[config.mk]
export PLATFORM = sky130hd
export DESIGN_NAME = two_way_traffic_light_controller_top
export DESIGN_NICKNAME = d
export VERILOG_FILES = /design/src/design/twtlc_pkg.sv /design/src/design/two_way_traffic_light_controller_top.sv
export SDC_FILE = /design/constraint.sdc
export NUM_CORES = 1
export LEC_CHECK = 0
export BUFFER_PORTS_ARGS = -buffer_cell sky130_fd_sc_hd__buf_2
export CORE_ASPECT_RATIO = 1.75
export CORE_MARGIN = 2
export CORE_UTILIZATION = 55
export DETAILED_ROUTE_END_ITERATION = 7
export GPL_TIMING_DRIVEN = 0
export PLACE_DENSITY = 0.73
export SLEW_MARGIN = 20
export SYNTH_ARGS = -nofsm -noshare
export SYNTH_HDL_FRONTEND = slang
export SYNTH_SLANG_ARGS = --single-unit
[constraint.sdc]
create_clock -name clk -period 10 [get_ports clk]
set_clock_uncertainty 0.1 [all_clocks]
set_input_delay 1 -clock clk [delete_from_list [all_inputs] [get_ports clk]]
set_output_delay 1 -clock clk [all_outputs]
set_load 0.02 [all_outputs]
[src/design/twtlc_pkg.sv]
// Shared types, constants and digit helpers for the two-way traffic light controller.
package twtlc_pkg;

  // Largest duration that can be entered in an edit mode
  localparam logic [6:0] MAX_SECONDS = 7'd99;

  // Durations after reset
  localparam logic [6:0] RED_SECONDS_RST    = 7'd5;
  localparam logic [6:0] GREEN_SECONDS_RST  = 7'd3;
  localparam logic [6:0] YELLOW_SECONDS_RST = 7'd2;

  // Lamp bits
  localparam logic [5:0] LAMP_RED_A    = 6'b000001;
  localparam logic [5:0] LAMP_YELLOW_A = 6'b000010;
  localparam logic [5:0] LAMP_GREEN_A  = 6'b000100;
  localparam logic [5:0] LAMP_RED_B    = 6'b001000;
  localparam logic [5:0] LAMP_YELLOW_B = 6'b010000;
  localparam logic [5:0] LAMP_GREEN_B  = 6'b100000;
  localparam logic [5:0] LAMPS_A = LAMP_RED_A | LAMP_YELLOW_A | LAMP_GREEN_A;
  localparam logic [5:0] LAMPS_B = LAMP_RED_B | LAMP_YELLOW_B | LAMP_GREEN_B;

  // Operating modes; edit modes carry the number shown on the display
  typedef enum logic [2:0] {
    MODE_START       = 3'd0,
    MODE_RUN         = 3'd1,
    MODE_EDIT_RED    = 3'd2,
    MODE_EDIT_GREEN  = 3'd3,
    MODE_EDIT_YELLOW = 3'd4
  } mode_t;

  // Phase of one light; PH_LOAD means the next step loads a fresh phase
  typedef enum logic [1:0] {
    PH_LOAD   = 2'd0,
    PH_RED    = 2'd1,
    PH_GREEN  = 2'd2,
    PH_YELLOW = 2'd3
  } phase_t;

  // Divide by ten through a reciprocal; exact for all 7-bit values
  function automatic logic [3:0] div10(input logic [6:0] v);
    logic [14:0] prod;
    prod = {8'd0, v} * 15'd205;
    return prod[14:11];
  endfunction

  function automatic logic [3:0] mod10(input logic [6:0] v);
    logic [6:0] tens_x10;
    tens_x10 = {3'd0, div10(v)} * 7'd10;
    return 4'(v - tens_x10);
  endfunction

  // Lamp of one light for a phase
  function automatic logic [5:0] phase_lamps(input phase_t ph, input logic light_b);
    logic [5:0] m;
    m = 6'd0;
    case (ph)
      PH_RED:    m = light_b ? LAMP_RED_B : LAMP_RED_A;
      PH_GREEN:  m = light_b ? LAMP_GREEN_B : LAMP_GREEN_A;
      PH_YELLOW: m = light_b ? LAMP_YELLOW_B : LAMP_YELLOW_A;
      default:   m = 6'd0;
    endcase
    return m;
  endfunction

  // Lamps of both lights for the colour under edit
  function automatic logic [5:0] edit_lamps(input mode_t md);
    logic [5:0] m;
    case (md)
      MODE_EDIT_RED:   m = LAMP_RED_A | LAMP_RED_B;
      MODE_EDIT_GREEN: m = LAMP_GREEN_A | LAMP_GREEN_B;
      default:         m = LAMP_YELLOW_A | LAMP_YELLOW_B;
    endcase
    return m;
  endfunction

endpackage

[src/design/two_way_traffic_light_controller_top.sv]
// Top level of the two-way traffic light controller: one poll step per item.
//
// Each input item is one poll step (timer expiries, ticks, button presses) and
// gives exactly one result item (lamps, four digits, timer loads and reloads).
// The block takes one item per clock while the input side is not stalled. An item
// taken waits in the input register; the whole step is evaluated by the logic
// between it and the result register, which holds the result. The input side
// stalls only while a result is held in the output register and a further item
// already waits in the input register.
module two_way_traffic_light_controller_top (
  input  logic       clk,
  input  logic       rst,
  // input channel
  input  logic       in_valid,
  output logic       in_stall,
  input  logic       timer_a_expired,
  input  logic       timer_b_expired,
  input  logic       second_tick,
  input  logic       blink_tick,
  input  logic       mode_press,
  input  logic       increment_press,
  input  logic       commit_press,
  // output channel
  output logic       out_valid,
  input  logic       out_stall,
  output logic [5:0] lamps_lit,
  output logic [3:0] digit_a_tens,
  output logic [3:0] digit_a_units,
  output logic [3:0] digit_b_tens,
  output logic [3:0] digit_b_units,
  output logic       timer_a_load,
  output logic [6:0] timer_a_seconds,
  output logic       timer_b_load,
  output logic [6:0] timer_b_seconds,
  output logic       second_reload,
  output logic       blink_reload
);

  // Input register
  logic s1_valid;
  logic s1_exp_a, s1_exp_b, s1_tick, s1_blink, s1_mode, s1_inc, s1_commit;

  // Controller state
  twtlc_pkg::mode_t  run_mode, run_mode_next;
  twtlc_pkg::phase_t phase_a, phase_a_next;
  twtlc_pkg::phase_t phase_b, phase_b_next;
  logic [3:0] dig_at, dig_at_next, dig_au, dig_au_next;
  logic [3:0] dig_bt, dig_bt_next, dig_bu, dig_bu_next;
  logic [6:0] red_seconds, red_seconds_next;
  logic [6:0] green_seconds, green_seconds_next;
  logic [6:0] yellow_seconds, yellow_seconds_next;
  logic [6:0] pending_red, pending_red_next;
  logic [6:0] pending_green, pending_green_next;
  logic [6:0] pending_yellow, pending_yellow_next;
  logic       blink_phase, blink_phase_next;
  logic [5:0] lamp_register, lamp_register_next;

  // Per-step result terms
  logic       load_a, load_b, sec_used, blink_used;
  logic [6:0] secs_a, secs_b;

  logic in_accept, step;

  // Handshake: a step moves from the input register into the result register
  assign step      = s1_valid && !(out_valid && out_stall);
  assign in_stall  = s1_valid && out_valid && out_stall;
  assign in_accept = in_valid && !in_stall;

  // Input register
  always_ff @(posedge clk) begin
    if (rst) begin
      s1_valid <= 1'b0;
    end else begin
      s1_valid <= in_accept || (s1_valid && !step);
    end
    if (in_accept) begin
      s1_exp_a  <= timer_a_expired;
      s1_exp_b  <= timer_b_expired;
      s1_tick   <= second_tick;
      s1_blink  <= blink_tick;
      s1_mode   <= mode_press;
      s1_inc    <= increment_press;
      s1_commit <= commit_press;
    end
  end

  // One poll step
  always_comb begin
    twtlc_pkg::phase_t nxt;
    twtlc_pkg::mode_t  ec;
    twtlc_pkg::mode_t  nc;
    logic       do_edit, leave;
    logic [6:0] s, p, c, p_inc, p_show;

    run_mode_next       = run_mode;
    phase_a_next        = phase_a;
    phase_b_next        = phase_b;
    dig_at_next         = dig_at;
    dig_au_next         = dig_au;
    dig_bt_next         = dig_bt;
    dig_bu_next         = dig_bu;
    red_seconds_next    = red_seconds;
    green_seconds_next  = green_seconds;
    yellow_seconds_next = yellow_seconds;
    pending_red_next    = pending_red;
    pending_green_next  = pending_green;
    pending_yellow_next = pending_yellow;
    blink_phase_next    = blink_phase;
    lamp_register_next  = lamp_register;
    load_a     = 1'b0;
    load_b     = 1'b0;
    sec_used   = 1'b0;
    blink_used = 1'b0;
    secs_a     = 7'd0;
    secs_b     = 7'd0;
    do_edit    = 1'b0;
    leave      = 1'b0;
    ec         = twtlc_pkg::MODE_EDIT_RED;
    nc         = twtlc_pkg::MODE_EDIT_GREEN;
    nxt        = twtlc_pkg::PH_LOAD;
    s          = 7'd0;
    p          = 7'd0;
    c          = 7'd0;
    p_inc      = 7'd0;
    p_show     = 7'd0;

    case (run_mode)
      twtlc_pkg::MODE_START: begin
        run_mode_next = twtlc_pkg::MODE_RUN;
        phase_a_next  = twtlc_pkg::PH_LOAD;
      end

      twtlc_pkg::MODE_RUN: begin
        // light A
        if (phase_a == twtlc_pkg::PH_LOAD) begin
          load_a = 1'b1;
          nxt    = twtlc_pkg::PH_RED;
        end else begin
          lamp_register_next = (lamp_register_next & twtlc_pkg::LAMPS_B) |
                               twtlc_pkg::phase_lamps(phase_a, 1'b0);
          if (s1_exp_a) begin
            load_a = 1'b1;
            nxt    = (phase_a == twtlc_pkg::PH_YELLOW) ? twtlc_pkg::PH_RED :
                     twtlc_pkg::phase_t'(phase_a + 2'd1);
          end
        end
        if (load_a) begin
          case (nxt)
            twtlc_pkg::PH_RED:   s = red_seconds;
            twtlc_pkg::PH_GREEN: s = green_seconds;
            default:             s = yellow_seconds;
          endcase
          phase_a_next = nxt;
          secs_a       = s;
          dig_at_next  = twtlc_pkg::div10(s);
          dig_au_next  = twtlc_pkg::mod10(s) + 4'd1;
        end

        // light B
        if (phase_b == twtlc_pkg::PH_LOAD) begin
          load_b = 1'b1;
          nxt    = twtlc_pkg::PH_GREEN;
        end else begin
          lamp_register_next = (lamp_register_next & twtlc_pkg::LAMPS_A) |
                               twtlc_pkg::phase_lamps(phase_b, 1'b1);
          if (s1_exp_b) begin
            load_b = 1'b1;
            nxt    = (phase_b == twtlc_pkg::PH_YELLOW) ? twtlc_pkg::PH_RED :
                     twtlc_pkg::phase_t'(phase_b + 2'd1);
          end
        end
        if (load_b) begin
          case (nxt)
            twtlc_pkg::PH_RED:   s = red_seconds;
            twtlc_pkg::PH_GREEN: s = green_seconds;
            default:             s = yellow_seconds;
          endcase
          phase_b_next = nxt;
          secs_b       = s;
          dig_bt_next  = twtlc_pkg::div10(s);
          dig_bu_next  = twtlc_pkg::mod10(s) + 4'd1;
        end

        // countdown with borrow, tens clamp at zero
        if (s1_tick) begin
          sec_used = 1'b1;
          if (dig_au_next == 4'd0) begin
            dig_au_next = 4'd9;
            dig_at_next = (dig_at_next == 4'd0) ? 4'd0 : dig_at_next - 4'd1;
          end else begin
            dig_au_next = dig_au_next - 4'd1;
          end
          if (dig_bu_next == 4'd0) begin
            dig_bu_next = 4'd9;
            dig_bt_next = (dig_bt_next == 4'd0) ? 4'd0 : dig_bt_next - 4'd1;
          end else begin
            dig_bu_next = dig_bu_next - 4'd1;
          end
        end

        // mode press enters red edit and runs it once this step
        if (s1_mode) begin
          run_mode_next = twtlc_pkg::MODE_EDIT_RED;
          do_edit       = 1'b1;
          ec            = twtlc_pkg::MODE_EDIT_RED;
        end
      end

      twtlc_pkg::MODE_EDIT_RED, twtlc_pkg::MODE_EDIT_GREEN,
      twtlc_pkg::MODE_EDIT_YELLOW: begin
        do_edit = 1'b1;
        ec      = run_mode;
        leave   = s1_mode;
      end

      default: begin
        // unreachable modes hold all state
      end
    endcase

    // edit actions for colour ec
    if (do_edit) begin
      case (ec)
        twtlc_pkg::MODE_EDIT_RED: begin
          p = pending_red;
          c = red_seconds;
        end
        twtlc_pkg::MODE_EDIT_GREEN: begin
          p = pending_green;
          c = green_seconds;
        end
        default: begin
          p = pending_yellow;
          c = yellow_seconds;
        end
      endcase
      if (s1_blink) begin
        lamp_register_next = (blink_phase == 1'b0) ? twtlc_pkg::edit_lamps(ec) : 6'd0;
        blink_phase_next   = ~blink_phase;
        blink_used         = 1'b1;
      end
      if (s1_inc) begin
        p_inc = p + 7'd1;
        p     = (p_inc > twtlc_pkg::MAX_SECONDS) ? 7'd0 : p_inc;
      end
      if (s1_commit) begin
        c = p;
      end
      dig_at_next = twtlc_pkg::div10(p);
      dig_au_next = twtlc_pkg::mod10(p);
      dig_bt_next = 4'd0;
      dig_bu_next = {1'b0, ec};

      // leaving drops the uncommitted edit
      if (leave) begin
        p = c;
      end
      case (ec)
        twtlc_pkg::MODE_EDIT_RED: begin
          pending_red_next = p;
          red_seconds_next = c;
        end
        twtlc_pkg::MODE_EDIT_GREEN: begin
          pending_green_next = p;
          green_seconds_next = c;
        end
        default: begin
          pending_yellow_next = p;
          yellow_seconds_next = c;
        end
      endcase

      if (leave) begin
        if (ec == twtlc_pkg::MODE_EDIT_YELLOW) begin
          run_mode_next = twtlc_pkg::MODE_RUN;
          phase_a_next  = twtlc_pkg::PH_LOAD;
          phase_b_next  = twtlc_pkg::PH_LOAD;
        end else begin
          // next colour's pending value is untouched by this step
          nc = (ec == twtlc_pkg::MODE_EDIT_RED) ? twtlc_pkg::MODE_EDIT_GREEN :
               twtlc_pkg::MODE_EDIT_YELLOW;
          p_show        = (ec == twtlc_pkg::MODE_EDIT_RED) ? pending_green : pending_yellow;
          run_mode_next = nc;
          dig_at_next   = twtlc_pkg::div10(p_show);
          dig_au_next   = twtlc_pkg::mod10(p_show);
          dig_bt_next   = 4'd0;
          dig_bu_next   = {1'b0, nc};
        end
      end
    end
  end

  // State registers, updated once per step
  always_ff @(posedge clk) begin
    if (rst) begin
      run_mode       <= twtlc_pkg::MODE_START;
      phase_a        <= twtlc_pkg::PH_LOAD;
      phase_b        <= twtlc_pkg::PH_LOAD;
      dig_at         <= 4'd0;
      dig_au         <= 4'd0;
      dig_bt         <= 4'd0;
      dig_bu         <= 4'd0;
      red_seconds    <= twtlc_pkg::RED_SECONDS_RST;
      green_seconds  <= twtlc_pkg::GREEN_SECONDS_RST;
      yellow_seconds <= twtlc_pkg::YELLOW_SECONDS_RST;
      pending_red    <= twtlc_pkg::RED_SECONDS_RST;
      pending_green  <= twtlc_pkg::GREEN_SECONDS_RST;
      pending_yellow <= twtlc_pkg::YELLOW_SECONDS_RST;
      blink_phase    <= 1'b0;
      lamp_register  <= 6'd0;
    end else if (step) begin
      run_mode       <= run_mode_next;
      phase_a        <= phase_a_next;
      phase_b        <= phase_b_next;
      dig_at         <= dig_at_next;
      dig_au         <= dig_au_next;
      dig_bt         <= dig_bt_next;
      dig_bu         <= dig_bu_next;
      red_seconds    <= red_seconds_next;
      green_seconds  <= green_seconds_next;
      yellow_seconds <= yellow_seconds_next;
      pending_red    <= pending_red_next;
      pending_green  <= pending_green_next;
      pending_yellow <= pending_yellow_next;
      blink_phase    <= blink_phase_next;
      lamp_register  <= lamp_register_next;
    end
  end

  // Result register
  always_ff @(posedge clk) begin
    if (rst) begin
      out_valid <= 1'b0;
    end else begin
      out_valid <= step || (out_valid && out_stall);
    end
    if (step) begin
      lamps_lit       <= lamp_register_next;
      digit_a_tens    <= dig_at_next;
      digit_a_units   <= dig_au_next;
      digit_b_tens    <= dig_bt_next;
      digit_b_units   <= dig_bu_next;
      timer_a_load    <= load_a;
      timer_a_seconds <= secs_a;
      timer_b_load    <= load_b;
      timer_b_seconds <= secs_b;
      second_reload   <= sec_used;
      blink_reload    <= blink_used;
    end
  end

`ifndef SYNTHESIS
  // a waiting item always reaches the result register when it is free
  a_step_fills_output: assert property (@(posedge clk) disable iff (rst)
    (s1_valid && !(out_valid && out_stall)) |=> out_valid)
    else $error("step did not produce a result");

  // the input side stalls only behind a held result
  a_stall_cause: assert property (@(posedge clk) disable iff (rst)
    in_stall |-> (s1_valid && out_valid && out_stall))
    else $error("input stalled without a held result");

  // a timer duration appears only with its load strobe
  a_secs_with_load: assert property (@(posedge clk) disable iff (rst)
    (out_valid && !timer_a_load) |-> (timer_a_seconds == 7'd0 && (timer_b_load ||
      timer_b_seconds == 7'd0)))
    else $error("timer seconds without load");

  // pending durations never pass the wrap limit
  a_pending_range: assert property (@(posedge clk) disable iff (rst)
    (pending_red <= twtlc_pkg::MAX_SECONDS) && (pending_green <= twtlc_pkg::MAX_SECONDS) &&
    (pending_yellow <= twtlc_pkg::MAX_SECONDS))
    else $error("pending duration out of range");

  // units digits never exceed ten
  a_units_range: assert property (@(posedge clk) disable iff (rst)
    out_valid |-> (digit_a_units <= 4'd10 && digit_b_units <= 4'd10))
    else $error("units digit out of range");
`endif

endmodule

==> results.tsv <==
metric	value	unit
fill cell count	1708	
Power Total	1.55	mW
placed cells	1521	
TritonCTS clock tree	yes	
Critical Path End Type	flop	
CP arrival	9.29	ns
Mapped Area	0.0107	mm²
run status	completed	
Worst VDD drop	0.000169	V
Die Ht	188	µm
first-pass GRT wire length	48000	µm
type of origin of the critical path	flop	
WL final	29900	µm
leakage	5.43	nW
Critical-path top delay cell	a221oi_1	
layout cell share with drive strength beyond 1	9.53	%
post-synth top area cell	ha_1	
clock buffer depth	2	
Post-synth EDFFs	47	
Clock Tree Root	clkbuf_16	
GRT Total Usage	30.3	%
Slew HR	29.8	%
cell row count	67	
DR WL/cell	19.3	µm
Netlist cell types	77	
largest net degree at the start of global routing	50	
final-report max-slew violation count	0	
gp weighted congestion	0.950	
Starting Density	55.8	%
WS Path Type	reg2reg	
Vias/cell	6.09	
Cells after Synth	1229	
ys flop type	dfxtp_1	
Hold Slack	0.360	ns
met2 Usage GRT	54.3	%
syn nets	1429	
sequential cell area fraction in the yosys report	27.1	%
setup TNS	0	ns
synth top area cells	ha_1 (18%), dfxtp_1 (14%), edfxtp_1 (13%)	
register area	0.00289	mm²
Die X	109	µm
Required @ worst endpoint	10.06	ns
Post-synth ARST share	0	%
met3 GRT Util	4.74	%
I/O Pins	53	
drt first pass iters	5	
Max-Cap Viols	0	
total grt overflow	0	
Final HPWL DP	24000	µm
multi-input logic area	0.00717	mm²
fmax	108	MHz
#FFs+latches synth	121	
Post-DRT Antenna Nets	0	
pwr/cell area	131	mW/mm²
top fanout value on the critical path	10	
top-count cell post-synth	ha_1	
Mean Syn Cell Area	8.67	µm²
utilization after layout	61.9	%
worst min-delay path class	reg2reg	
CP startpoint	run_mode[2]	
core area	0.0191	mm²
Worst Hold Launch	lamp_register[3]	
number of global-route vias before repair	9645	
RSZ-0062 raised after global routing	no	
fin cells	1553	
Worst-path clk slew	0.06	ns
cts hold-fix bufs	0	
largest incremental delay on the critical path	0.63	ns
Synth top area share	18.0	%
CTS sink count	121	
RR Startpoint	run_mode[2]	
DRC errors left	0	
H-tree levels	4	
YS warnings	0	
Antenna Cells	0	
Commonest cells post-synth	ha_1 (153), nor2_1 (131), nand2_1 (121)	
Tmin final	9.23	ns
worst skew pair latency	0.43	ns
Initial DRC Count	537	
final worst path period share	92.3	%
measured slew at the worst slew-check pin	1.05	ns
Setup Buffers After CTS	0	
port buffer count	51	
Final setup viols	0	
post-layout net count	1499	
die area	0.0206	mm²
gr busiest metal	met2	
initial antenna violation count	0	
Final Hold Fails	0	
Synth-to-Final Area Change	11.0	%
Resized cells post-CTS	0	
total number of vias	9451	
met1 usage	28.8	%
cts bufs inserted	17	
-- cells in the final DEF (no fill, tap or decap), drive strengths merged, types with 4 or more instances in the layout --
cell    synthesis  routed
fa             36      36
nand4           7       7
a211o          13      13
xor2            9       9
a21oi          97      97
nor2          131     131
a221oi          6       6
or3             7       7
a21o           15      15
ha            153     153
nand2b          8       8
nor3           21      21
inv           102     104
or2            13      13
nor3b           5       5
clkinv          2       7
o21ai          51      51
nor2b          16      16
nand3          15      15
o221ai          4       4
mux2i          32      32
and3           12      12
o22ai           7       7
a311oi          4       4
buf            14      65
nor4            5       5
a211oi         27      27
mux2            8       8
xnor2          23      23
a22oi          13      13
clkbuf         41      64
o21a            6       6
nand2         121     121
a22o            5       5
edfxtp         47      47
dfxtp          74      74
o211ai          7       7
and2           14      14
a31oi          10      10
-- where the power goes --
part | switching [mW] | internal (mW)
clock network | 0.229 | 0.397
logic | 0.239 | 0.141
registers | 0.00884 | 0.532
-- cells by family (layout without fill, tap and decap cells) --
| kind of cell | count (synthesis) | in the layout | synth area share (%) |
|---|---|---|---|
| AOI/OAI and AO/OA | 301 | 301 | 18.7 |
| xor gates and xnor gates | 34 | 34 | 3.13 |
| adders and majority gates | 189 | 189 | 24.7 |
| buffers and inverters | 159 | 242 | 5.72 |
| DFF | 121 | 121 | 27.1 |
| muxes | 40 | 40 | 3.85 |
| and+or+nand+nor | 385 | 385 | 16.8 |
-- area by class of cell --
| type | instances | area share [%] |
|---|---|---|
| buffer | 55 | 1.88 |
| clock buffer | 23 | 4.15 |
| clock inverter | 9 | 0.931 |
| inverter | 104 | 3.30 |
| multi-input combinational | 949 | 60.6 |
| sequential | 121 | 24.4 |
| tap | 241 | 2.55 |
| timing repair buffer | 51 | 2.16 |
-- path summary, 6_finish.rpt --
check | end | slack [ns] | cells after the start
hold reg to reg | lamp_register[3] | 0.36 | 2
hold / removal | lamp_register[3] | 0.36 | 2
setup / recovery | digit_a_units[3] | 0.77 | 33
setup reg to reg | digit_a_units[3] | 0.77 | 33
-- flip-flops by register name, indices dropped and copies added, names as in the netlist, 3 cells and up --
signal	count
green_seconds	7
pending_green	7
pending_red	7
pending_yellow	7
red_seconds	7
timer_a_seconds	7
timer_b_seconds	7
yellow_seconds	7
lamp_register	6
lamps_lit	6
dig_at	4
dig_au	4
dig_bt	4
dig_bu	4
digit_a_tens	4
digit_a_units	4
digit_b_tens	4
digit_b_units	4
run_mode	3
-- routing by layer --
metal | vias up | wire length, µm
li1 | 4509 | -
met1 | 4438 | 9990
met2 | 346 | 15500
met3 | 158 | 1330
met4 | 0 | 3080
met5 | - | 0
-- critical path: cells and delay by family (launching register included) --
| family | cells | cell delay, ns |
|---|---|---|
| compound gates | 9 | 3.08 |
| fa+ha+maj | 8 | 2.92 |
| buf+inv | 8 | 1.18 |
| simple gates | 6 | 1.09 |
| xor+xnor | 2 | 0.31 |
| flops | 1 | 0.29 |
-- per-stage QoR --
stage                     setup slack [ns]  instance area, µm²
after global placement               0.840               11200
final                                0.770               11800
after global routing                 0.214               11800
after CTS                            0.655               11800
after detailed placement             0.682               11200
after floorplan                       2.42               10700
Power figures use the tool's default switching activity.
